## src/e2utc_pkg.sv

```systemverilog
// ----------------------------------------------------------------------------
// e2utc_pkg
// Constants and helpers for the epoch seconds to UTC calendar converter.
// ----------------------------------------------------------------------------
package e2utc_pkg;

    localparam int IN_W  = 32;
    localparam int OUT_W = 48;

    // Epoch day count offsets into the March-based year starting in 1 BC
    localparam logic [19:0] EPOCH_MDAYS  = 20'd719468;
    localparam logic [8:0]  YDAY_JAN     = 9'd306;

    // Ceiling reciprocals, exact over the operand ranges used here
    localparam logic [25:0] DAY_RECIP    = 26'(((64'd1 << 35) + 64'd674) / 64'd675);
    localparam logic [17:0] WEEK_RECIP   = 18'(((64'd1 << 20) + 64'd6) / 64'd7);
    localparam logic [29:0] YEAR_RECIP   = 30'(((64'd1 << 47) + 64'd146096) / 64'd146097);
    localparam logic [10:0] CENT_RECIP   = 11'(((64'd1 << 15) + 64'd24) / 64'd25);
    localparam logic [17:0] MIN_RECIP    = 18'(((64'd1 << 23) + 64'd59) / 64'd60);
    localparam logic [11:0] HOUR_RECIP   = 12'(((64'd1 << 17) + 64'd59) / 64'd60);
    localparam logic [16:0] MON_RECIP10  = 17'((((64'd1 << 21) + 64'd305) / 64'd306) * 64'd10);

    // Days before month m of the March-based year, offset by one (367*m/12 - 30)
    function automatic logic [8:0] days_before(input logic [3:0] m);
        logic [8:0] d;
        case (m)
            4'd1:    d = 9'd0;
            4'd2:    d = 9'd31;
            4'd3:    d = 9'd61;
            4'd4:    d = 9'd92;
            4'd5:    d = 9'd122;
            4'd6:    d = 9'd153;
            4'd7:    d = 9'd184;
            4'd8:    d = 9'd214;
            4'd9:    d = 9'd245;
            4'd10:   d = 9'd275;
            4'd11:   d = 9'd306;
            4'd12:   d = 9'd337;
            default: d = 9'd0;
        endcase
        return d;
    endfunction

endpackage

```

## src/epoch_seconds_to_utc_calendar.sv

```systemverilog
// ----------------------------------------------------------------------------
// epoch_seconds_to_utc_calendar
// Converts 32-bit unsigned seconds since 1970-01-01 00:00 UTC into
// second, minute, hour, day of month, month, year and weekday.
// ----------------------------------------------------------------------------
// Eight-stage pipeline, one request per cycle while the output is not stalled.
// A request is registered in stage 1 on acceptance and moves through stages 2
// to 8, whose output register drives the master side. All divisions are by
// constants, done as reciprocal multiplies, one multiplier deep per stage.
// Each stage holds its request until the next stage frees, so bubbles close
// up and input is still taken while a finished result waits on the output,
// until all eight stages are full.
// No state is kept between requests.
module epoch_seconds_to_utc_calendar
    import e2utc_pkg::*;
(
    input  logic             i_clk,
    input  logic             i_rst_n,
    input  logic             s_axis_tvalid,
    output logic             s_axis_tready,
    input  logic [IN_W-1:0]  s_axis_tdata,   // [31:0] epoch_seconds
    output logic             m_axis_tvalid,
    input  logic             m_axis_tready,
    output logic [OUT_W-1:0] m_axis_tdata    // [5:0] second, [11:6] minute,
                                             // [16:12] hour, [21:17] day_of_month,
                                             // [25:22] month, [37:26] year,
                                             // [40:38] weekday, [47:41] zero
);

    localparam int NSTG = 8;

    logic [NSTG-1:0] r_vld;
    logic [NSTG-1:0] w_rdy;

    always_comb begin
        w_rdy[NSTG-1] = !r_vld[NSTG-1] || m_axis_tready;
        for (int k = NSTG - 2; k >= 0; k--) begin
            w_rdy[k] = !r_vld[k] || w_rdy[k+1];
        end
    end

    assign s_axis_tready = w_rdy[0];

    always_ff @(posedge i_clk) begin
        if (!i_rst_n) begin
            r_vld <= '0;
        end else begin
            if (w_rdy[0]) begin
                r_vld[0] <= s_axis_tvalid;
            end
            for (int k = 1; k < NSTG; k++) begin
                if (w_rdy[k]) begin
                    r_vld[k] <= r_vld[k-1];
                end
            end
        end
    end

    // Stage 1: whole days
    logic [50:0] n1_prod;
    logic [15:0] r1_days;
    logic [31:0] r1_secs;

    assign n1_prod = 51'(s_axis_tdata[31:7]) * 51'(DAY_RECIP);

    // Stage 2: second of day, weekday quotient, year estimate numerator
    logic [25:0] n2_dm;
    logic [25:0] n2_r;
    logic [16:0] n2_wk;
    logic [37:0] n2_wprod;
    logic [19:0] n2_md2;
    logic [16:0] r2_rem;
    logic [16:0] r2_wk;
    logic [12:0] r2_q7;
    logic [28:0] r2_x;
    logic [19:0] r2_mdays;

    assign n2_dm    = 26'(26'(r1_days) * 26'd675);
    assign n2_r     = 26'(r1_secs[31:7]) - n2_dm;
    assign n2_wk    = 17'(r1_days) + 17'd4;
    assign n2_wprod = 38'(n2_wk) * 38'(WEEK_RECIP);
    assign n2_md2   = 20'(r1_days) + EPOCH_MDAYS + 20'd2;

    // Stage 3: year estimate, minute of day, weekday
    logic [58:0] n3_yprod;
    logic [40:0] n3_mprod;
    logic [11:0] r3_year;
    logic [10:0] r3_minday;
    logic [16:0] r3_rem;
    logic [2:0]  r3_wday;
    logic [19:0] r3_mdays;

    assign n3_yprod = 59'(r2_x) * 59'(YEAR_RECIP);
    assign n3_mprod = 41'(r2_rem) * 41'(MIN_RECIP);

    // Stage 4: leap-day terms, second, hour
    logic [20:0] n4_cprod;
    logic [18:0] n4_qprod;
    logic [22:0] n4_hprod;
    logic [19:0] r4_y365;
    logic [9:0]  r4_c4;
    logic [4:0]  r4_c100;
    logic [2:0]  r4_c400;
    logic [11:0] r4_year;
    logic [19:0] r4_mdays;
    logic [10:0] r4_minday;
    logic [5:0]  r4_sec;
    logic [4:0]  r4_hour;
    logic [2:0]  r4_wday;

    assign n4_cprod = 21'(r3_year[11:2]) * 21'(CENT_RECIP);
    assign n4_qprod = 19'(r3_year[11:4]) * 19'(CENT_RECIP);
    assign n4_hprod = 23'(r3_minday) * 23'(HOUR_RECIP);

    // Stage 5: raw day of year, leap flag, minute
    logic [20:0] n5_sum;
    logic [20:0] n5_diff;
    logic        n5_leap;
    logic [10:0] r5_yday0;
    logic        r5_leap;
    logic [11:0] r5_year;
    logic [5:0]  r5_sec;
    logic [5:0]  r5_min;
    logic [4:0]  r5_hour;
    logic [2:0]  r5_wday;

    assign n5_sum  = 21'(r4_y365) + 21'(r4_c4) - 21'(r4_c100) + 21'(r4_c400);
    assign n5_diff = 21'(r4_mdays) - n5_sum;
    assign n5_leap = (r4_year[1:0] == 2'd0) &&
                     ((12'(12'(r4_c100) * 12'd100) != r4_year) ||
                      (12'(12'(r4_c400) * 12'd400) == r4_year));

    // Stage 6: correct year when the day of year came out negative
    logic [10:0] n6_fix;
    logic [8:0]  r6_yday;
    logic [11:0] r6_year;
    logic [5:0]  r6_sec;
    logic [5:0]  r6_min;
    logic [4:0]  r6_hour;
    logic [2:0]  r6_wday;

    assign n6_fix = r5_yday0 + 11'd365 + 11'(r5_leap);

    // Stage 7: March-based month
    logic [26:0] n7_mprod;
    logic [3:0]  r7_mon;
    logic [8:0]  r7_yday;
    logic [11:0] r7_year;
    logic [5:0]  r7_sec;
    logic [5:0]  r7_min;
    logic [4:0]  r7_hour;
    logic [2:0]  r7_wday;

    assign n7_mprod = 27'(10'(r6_yday) + 10'd31) * 27'(MON_RECIP10);

    // Stage 8: day of month, calendar month and year fix-up, output register
    logic [8:0]  n8_dom;
    logic        n8_jan;
    logic [5:0]  r8_sec;
    logic [5:0]  r8_min;
    logic [4:0]  r8_hour;
    logic [4:0]  r8_dom;
    logic [3:0]  r8_mon;
    logic [11:0] r8_year;
    logic [2:0]  r8_wday;

    assign n8_dom = r7_yday - days_before(r7_mon) + 9'd1;
    assign n8_jan = (r7_yday >= YDAY_JAN);

    always_ff @(posedge i_clk) begin
        if (w_rdy[0]) begin
            r1_days <= n1_prod[50:35];
            r1_secs <= s_axis_tdata;
        end
        if (w_rdy[1]) begin
            r2_rem   <= {n2_r[9:0], r1_secs[6:0]};
            r2_wk    <= n2_wk;
            r2_q7    <= 13'(n2_wprod >> 20);
            r2_x     <= 29'(29'(n2_md2) * 29'd400);
            r2_mdays <= n2_md2 - 20'd2;
        end
        if (w_rdy[2]) begin
            r3_year   <= n3_yprod[58:47];
            r3_minday <= 11'(n3_mprod >> 23);
            r3_rem    <= r2_rem;
            r3_wday   <= 3'(r2_wk - 17'(17'(r2_q7) * 17'd7));
            r3_mdays  <= r2_mdays;
        end
        if (w_rdy[3]) begin
            r4_y365   <= 20'(20'(r3_year) * 20'd365);
            r4_c4     <= r3_year[11:2];
            r4_c100   <= 5'(n4_cprod >> 15);
            r4_c400   <= 3'(n4_qprod >> 15);
            r4_year   <= r3_year;
            r4_mdays  <= r3_mdays;
            r4_minday <= r3_minday;
            r4_sec    <= 6'(r3_rem - 17'(17'(r3_minday) * 17'd60));
            r4_hour   <= 5'(n4_hprod >> 17);
            r4_wday   <= r3_wday;
        end
        if (w_rdy[4]) begin
            r5_yday0 <= n5_diff[10:0];
            r5_leap  <= n5_leap;
            r5_year  <= r4_year;
            r5_sec   <= r4_sec;
            r5_min   <= 6'(r4_minday - 11'(11'(r4_hour) * 11'd60));
            r5_hour  <= r4_hour;
            r5_wday  <= r4_wday;
        end
        if (w_rdy[5]) begin
            if (r5_yday0[10]) begin
                r6_yday <= n6_fix[8:0];
                r6_year <= r5_year - 12'd1;
            end else begin
                r6_yday <= r5_yday0[8:0];
                r6_year <= r5_year;
            end
            r6_sec  <= r5_sec;
            r6_min  <= r5_min;
            r6_hour <= r5_hour;
            r6_wday <= r5_wday;
        end
        if (w_rdy[6]) begin
            r7_mon  <= 4'(n7_mprod >> 21);
            r7_yday <= r6_yday;
            r7_year <= r6_year;
            r7_sec  <= r6_sec;
            r7_min  <= r6_min;
            r7_hour <= r6_hour;
            r7_wday <= r6_wday;
        end
        if (w_rdy[7]) begin
            r8_dom  <= n8_dom[4:0];
            if (n8_jan) begin
                r8_mon  <= r7_mon - 4'd10;
                r8_year <= r7_year + 12'd1;
            end else begin
                r8_mon  <= r7_mon + 4'd2;
                r8_year <= r7_year;
            end
            r8_sec  <= r7_sec;
            r8_min  <= r7_min;
            r8_hour <= r7_hour;
            r8_wday <= r7_wday;
        end
    end

    assign m_axis_tvalid = r_vld[NSTG-1];
    assign m_axis_tdata  = {7'd0, r8_wday, r8_year, r8_mon, r8_dom,
                            r8_hour, r8_min, r8_sec};

endmodule

```

## config.mk

```make
export PLATFORM = sky130hd
export DESIGN_NAME = epoch_seconds_to_utc_calendar
export DESIGN_NICKNAME = d
export VERILOG_FILES = /design/src/e2utc_pkg.sv /design/src/epoch_seconds_to_utc_calendar.sv
export SDC_FILE = /design/constraint.sdc
export NUM_CORES = 2
export LEC_CHECK = 0
export BUFFER_PORTS_ARGS = -buffer_cell sky130_fd_sc_hd__buf_2
export CAP_MARGIN = 20
export CORE_AREA = 3 3 309 311
export CTS_CLUSTER_SIZE = 24
export DETAILED_ROUTE_END_ITERATION = 10
export DIE_AREA = 0 0 312 314
export GPL_ROUTABILITY_DRIVEN = 0
export HOLD_SLACK_MARGIN = 0.15
export PLACE_DENSITY = 0.71
export REMOVE_ABC_BUFFERS = 1
export SLEW_MARGIN = 20
export SYNTH_ARGS = -nofsm -noshare
export SYNTH_HDL_FRONTEND = slang
export SYNTH_SLANG_ARGS = --single-unit
```

## constraint.sdc

```tcl
create_clock -name i_clk -period 15.5 [get_ports i_clk]
set_clock_uncertainty 0.2 [all_clocks]
set_input_delay 2.325 -clock i_clk [delete_from_list [all_inputs] [get_ports i_clk]]
set_output_delay 2.325 -clock i_clk [all_outputs]
set_load 0.01 [all_outputs]
```

# Word-level counts from Yosys, hierarchy flattened
# Memories as Yosys holds them, arrays and structs flattened. A register that Yosys moved wholly into a read port is not among the register bits.
# Index checks and enable logic that the tools add are counted.
# word_totals
reg_bits	396
input_bits	36
memories	1
romBits	144
out_inout_bits	50
# op_classes
add_sub_neg	21
n_eq_ne	2
order_cmp	1
multipliers	16
n_mux	5
n_reduce_logical	19
# memory_table
name	words	word_bits	read_ports	rd_ports_with_merged_regs	write_ports	line	source
(no name shown)	16	9	1	1	0	e2utc_pkg.sv:26	case (m)
# ops
cell	n
multiplier 25 x 30 -> 55 bit (second input constant)	1
multiplier 25 x 26 -> 51 bit (second input constant)	1
multiplier 17 x 18 -> 34 bit (second input constant)	1
multiplier 17 x 18 -> 33 bit (second input constant)	1
multiplier 20 x 5 -> 25 bit (second input constant)	1
2-to-1 mux 12 bit	2
multiplier 10 x 15 -> 23 bit (second input constant)	1
multiplier 11 x 12 -> 22 bit (second input constant)	1
adder 16 x 20 -> 20 bit (second input constant)	1
adder 20 x 2 -> 20 bit (second input constant)	1
multiplier 10 x 11 -> 20 bit (second input constant)	1
multiplier 8 x 11 -> 18 bit (second input constant)	1
adder 16 x 3 -> 17 bit (second input constant)	1
multiplier 16 x 10 -> 10 bit (second input constant)	1
multiplier 13 x 3 -> 3 bit (second input constant)	1
adder 12 x 1 -> 12 bit (second input constant)	1
equality test 12 bit	1
multiplier 12 x 9 -> 11 bit (second input constant)	1
inequality test 12 bit	1
subtractor 12 x 1 -> 12 bit (second input constant)	1
subtractor 6 bit	2
adder 11 x 10 -> 11 bit	1
adder 11 x 3 -> 11 bit	1
multiplier 11 x 4 -> 4 bit (second input constant)	1
other kinds (22)	38

# Longest topological paths before layout
# depth
word_depth	9
depth_mapped	29

# Worst setup path before layout
# OpenSTA, ideal clock, no wires.
# synth_timing
path_kind	input port to flip-flop
startpoint	input s_axis_tdata[23]
endpoint	register r1_days[13], data pin
setup_time_ps	258
required_time_ps	15042
arrival_time_ps	7606
cell_stages	21
path_slack_ps	7437
cell_sequence	fa_1 ha_1 inv_1 fa_1 inv_1 fa_1 fa_1 fa_1 inv_1 fa_1 inv_1 ha_1 nand2_1 o21ai_0 o211a_1 o21ai_0 a2111oi_0 nor2_1 o31ai_1 a21oi_1 xnor2_1
# synth_via
elab_chain_len	1
# synth_rtl
element	line	source
start: declaration	epoch_seconds_to_utc_calendar.sv:21	input logic [IN_W-1:0] s_axis_tdata,
multiplier 25 x 26 -> 51 bit	epoch_seconds_to_utc_calendar.sv:64	assign n1_prod = 51'(s_axis_tdata[31:7]) * 51'(DAY_RECIP);
net n1_prod[48]	epoch_seconds_to_utc_calendar.sv:60	logic [50:0] n1_prod;
end signal: assignment	epoch_seconds_to_utc_calendar.sv:172	r1_days <= n1_prod[50:35];
end: declaration	epoch_seconds_to_utc_calendar.sv:61	logic [15:0] r1_days;
# The timed path passes the listed nets, and every way through them passes these cells.
# A chain may end at the register's enable or synchronous reset.

# Final worst setup path
# layout_timing
startpoint	input s_axis_tdata[18]
endpoint	register r1_days[13], data pin
# The elaborated chain is that of the path after synthesis.

==> metrics.md <==
| Metric | Value |
|---|---|
| Post-synth EDFFs | 362 |
| GRT Resource Usage Total | 21.6% |
| Layout fillers | between 7,000 and 8,000 |
| Fin. max-slew vios | 0 |
| Hold Path Origin | r2_mdays[6] |
| Largest net degree at the start of global routing | 50 |
| 1st-pass router iterations | 5 |
| Path category of the worst min-delay check | flop to flop |
| Cell Rows | ~110 |
| Post-route ant nets | 0 |
| Hold_ws | 207 ps |
| Worst path arrival time | 8660 ps |
| Starting Density | 54.7% |
| Sequential area share after synthesis | 21.8% |
| First-pass GRT wire length | about 170,000 microns |
| Crit path kind | input pin to flop |
| Hold buffers post-CTS | 0 |
| Clock sink count | 375 |
| Vias | 30,500 |
| Hold Vio Cnt, Final | 0 |
| Die height | 314 microns |
| R2R depth | 26 |
| Die Wd | about 310 microns |
| FF+latch count, synth | 375 |
| Layout cells sized above 1 | 4.03% |
| FF-to-FF setup slack | 7080 ps |
| CP startpoint | s_axis_tdata[18] |
| CP Capture Type | flop |
| Max cap viols | 0 |
| Vias in the first global route | 32,800 |
| Final min period | ~8600 ps |
| DRC | 0 |
| Clock latency on the worst-skew pair | 570 ps |
| Number of warnings issued by yosys | 0 |
| Post-Route WL | 101,000 microns |
| Root buf cell | clkbuf_16 |
| Post-Synthesis Mean Instance Area | about 11 sq um |
| FFs w/ async S/R, synth | 0% |
| WHS Path Cells | 0 |
| Slew headroom | 35.5% |
| Layout area overhead | 6.62% |
| Status | finished, final reports clean |
| Post-DR wirelength/cell | approximately 17 microns |
| FMAX | 117 MHz |
| Worst Setup Start Kind | input pin |
| H-tree depth | 2 |
| Top_reg_cell synth | edfxtp_1 |
| Register area | 11,100 sq um |
| Netlist cell types | 82 |
| Fin crit share | 55.2% |
| Slew of the pin with the lowest slew margin | slightly below 1000 ps |
| First DRT Iteration DRCs | roughly 1,400 |
| Nets | 6,507 |
| Global route overflow | 0 |
| Clk buf depth | 3 |
| CTS clock-pin slew for the worst setup and hold paths | about 60 ps |
| Final TNS setup | 0 ps |
| Post-Syn Area | 50,900 sq um |
| Critical path data required time | around 16,000 ps |
| Min-Delay Endpoint | r3_mdays[6] |
| Final HPWL from detailed placement | approximately 88,000 microns |
| Origin of the critical flop-to-flop path | r6_yday[0] |
| Setup Buffers After CTS | 0 |
| Detailed-route vias per instance | 5.15 |
| Mapped Cells | 4,507 |
| Area occupied by multi-input gates | 35,000 sq um |
| Full die area | 98,000 sq um |
| RSZ-0062 raised after global routing | no |
| Num CTS Buffers | 42 |
| Initial antenna violation count | 1 |
| Final number of setup-violating endpoints | 0 |
| Max Fanout on Critical Path | 10 |
| CTS tree | yes |
| Io pins | 86 |
| Core ar. | between 90,000 and 100,000 sq um |
| PortBufs | just under 80 |
| Post-CTS Resized | 0 |
cells by family (layout without fill, tap and decap cells):
logic type      Yosys count  count (layout)  synth area share [%]
other cells               1               8               0.00736
buf+inv                1271            1419                  9.42
compound gates          390             390                  5.11
xor+xnor                241             241                  4.14
mux                       7               7                 0.145
flops                   375             375                  21.8
fa+ha+maj              1843            1843                  55.7
simple gates            379             379                  3.65
placed cells by master, fill, tap and decap left out, types with 11 or more instances in the layout:
| cell type | netlist | final |
|---|---|---|
| o21ai_0 | 61 | 61 |
| o21bai_1 | 12 | 12 |
| xnor2_1 | 164 | 164 |
| nor2b_1 | 13 | 13 |
| o21a_1 | 22 | 22 |
| clkbuf_16 | 0 | 42 |
| fa_1 | 707 | 707 |
| buf_2 | 0 | 78 |
| nor3_1 | 30 | 30 |
| nand2_1 | 101 | 98 |
| o211ai_1 | 15 | 15 |
| nor2_1 | 85 | 85 |
| a31oi_1 | 11 | 11 |
| xor2_1 | 77 | 77 |
| a211oi_1 | 17 | 17 |
| nand3_1 | 45 | 45 |
| nand2b_1 | 14 | 14 |
| nand4_1 | 27 | 27 |
| a21oi_1 | 121 | 121 |
| and3_1 | 11 | 11 |
| dfxtp_1 | 13 | 13 |
| edfxtp_1 | 362 | 362 |
| ha_1 | 1136 | 1136 |
| a21o_1 | 52 | 52 |
| inv_1 | 1255 | 1253 |
worst max-delay path: stages:
cell and delay [ps]:
buf_2 290, fa_1 480, ha_1 300, inv_1 50
fa_1 490, inv_1 50, fa_1 490, inv_1 60
fa_1 520, inv_1 50, fa_1 500, fa_1 490
ha_1 340, nand4_1 130, nor2_1 220, o211ai_1 140
a21o_1 210, a2111oi_0 800, nor2_1 110, o31ai_1 320
a21oi_1 140, xnor2_1 130
cells in the mapped netlist, types with 13 or more instances:
| master | n | area, sq um |
|---|---|---|
| inv_1 | 1255 | 4710 |
| ha_1 | 1136 | 14200 |
| fa_1 | 707 | 14200 |
| edfxtp_1 | 362 | 10900 |
| xnor2_1 | 164 | 1440 |
| a21oi_1 | 121 | 606 |
| nand2_1 | 101 | 379 |
| nor2_1 | 85 | 319 |
| xor2_1 | 77 | 674 |
| o21ai_0 | 61 | 305 |
| a21o_1 | 52 | 390 |
| nand3_1 | 45 | 225 |
| nor3_1 | 30 | 150 |
| nand4_1 | 27 | 169 |
| o21a_1 | 22 | 165 |
| a211oi_1 | 17 | 128 |
| o211ai_1 | 15 | 113 |
| nand2b_1 | 14 | 87.6 |
| dfxtp_1 | 13 | 260 |
| nor2b_1 | 13 | 81.3 |
stage by stage:
| step | util, % | instances | area, sq um | setup WS, ps |
|---|---|---|---|---|
| 2_1_floorplan | - | 4498 | 50900 | 7440 |
| 3_3_place_gp | 56.9 | 5838 | 52900 | 6380 |
| 3_5_place_dp | 56.9 | 5838 | 52900 | 6320 |
| 4_1_cts | 58.4 | 5915 | 54300 | 6900 |
| 5_1_grt | 58.4 | 5915 | 54300 | 6430 |
| 6_report | 58.4 | 5916 | 54300 | 6940 |
final cells by class:
class                   instances  share of cell area [%]
well taps                    1254                    2.89
diodes                          1                 0.00461
repair buffers                 86                   0.829
inverters                    1256                    8.68
flip-flops and latches        375                    20.5
clock inverters                27                   0.578
clock buffers                  50                    2.01
multi-input cells            2867                    64.5
worst max-delay path by stage:
stage / end / slack, ps / cells past startpoint
2_1_floorplan: r1_days[13] / 7440 / 21
3_3_place_gp: r1_days[13] / 6380 / 22
3_5_place_dp: r1_days[13] / 6320 / 22
4_1_cts: r1_days[13] / 6900 / 22
5_1_grt: r1_days[13] / 6430 / 24
6_report: r1_days[13] / 6940 / 22
sequential cells by signal (all words and copies together) (netlist names), 8 cells and up, named ones only:
name,flops
r2_x,24
r1_secs,17
r2_rem,17
r1_days,16
r3_year,12
r5_year,12
r6_year,12
r7_year,12
r8_year,12
r3_mdays,11
r3_minday,11
r4_mdays,11
r4_y365,11
r4_c4,10
r5_yday0,10
r2_mdays,9
r6_yday,9
r7_yday,9
r_vld,8
metal layers:
| metal | global-route usage (%) | vias up | routed length (microns) |
|---|---|---|---|
| met3 | 2.86 | 187 | 4780 |
| met2 | 37.8 | 640 | 49100 |
| li1 | - | 14800 | - |
| met4 | 6.46 | 0 | 3350 |
| met5 | 0 | - | 0 |
| met1 | 28.3 | 14900 | 43800 |
Power is not shown: default switching activity piles up to over one toggle a cycle in this logic, so the estimate is an artifact.
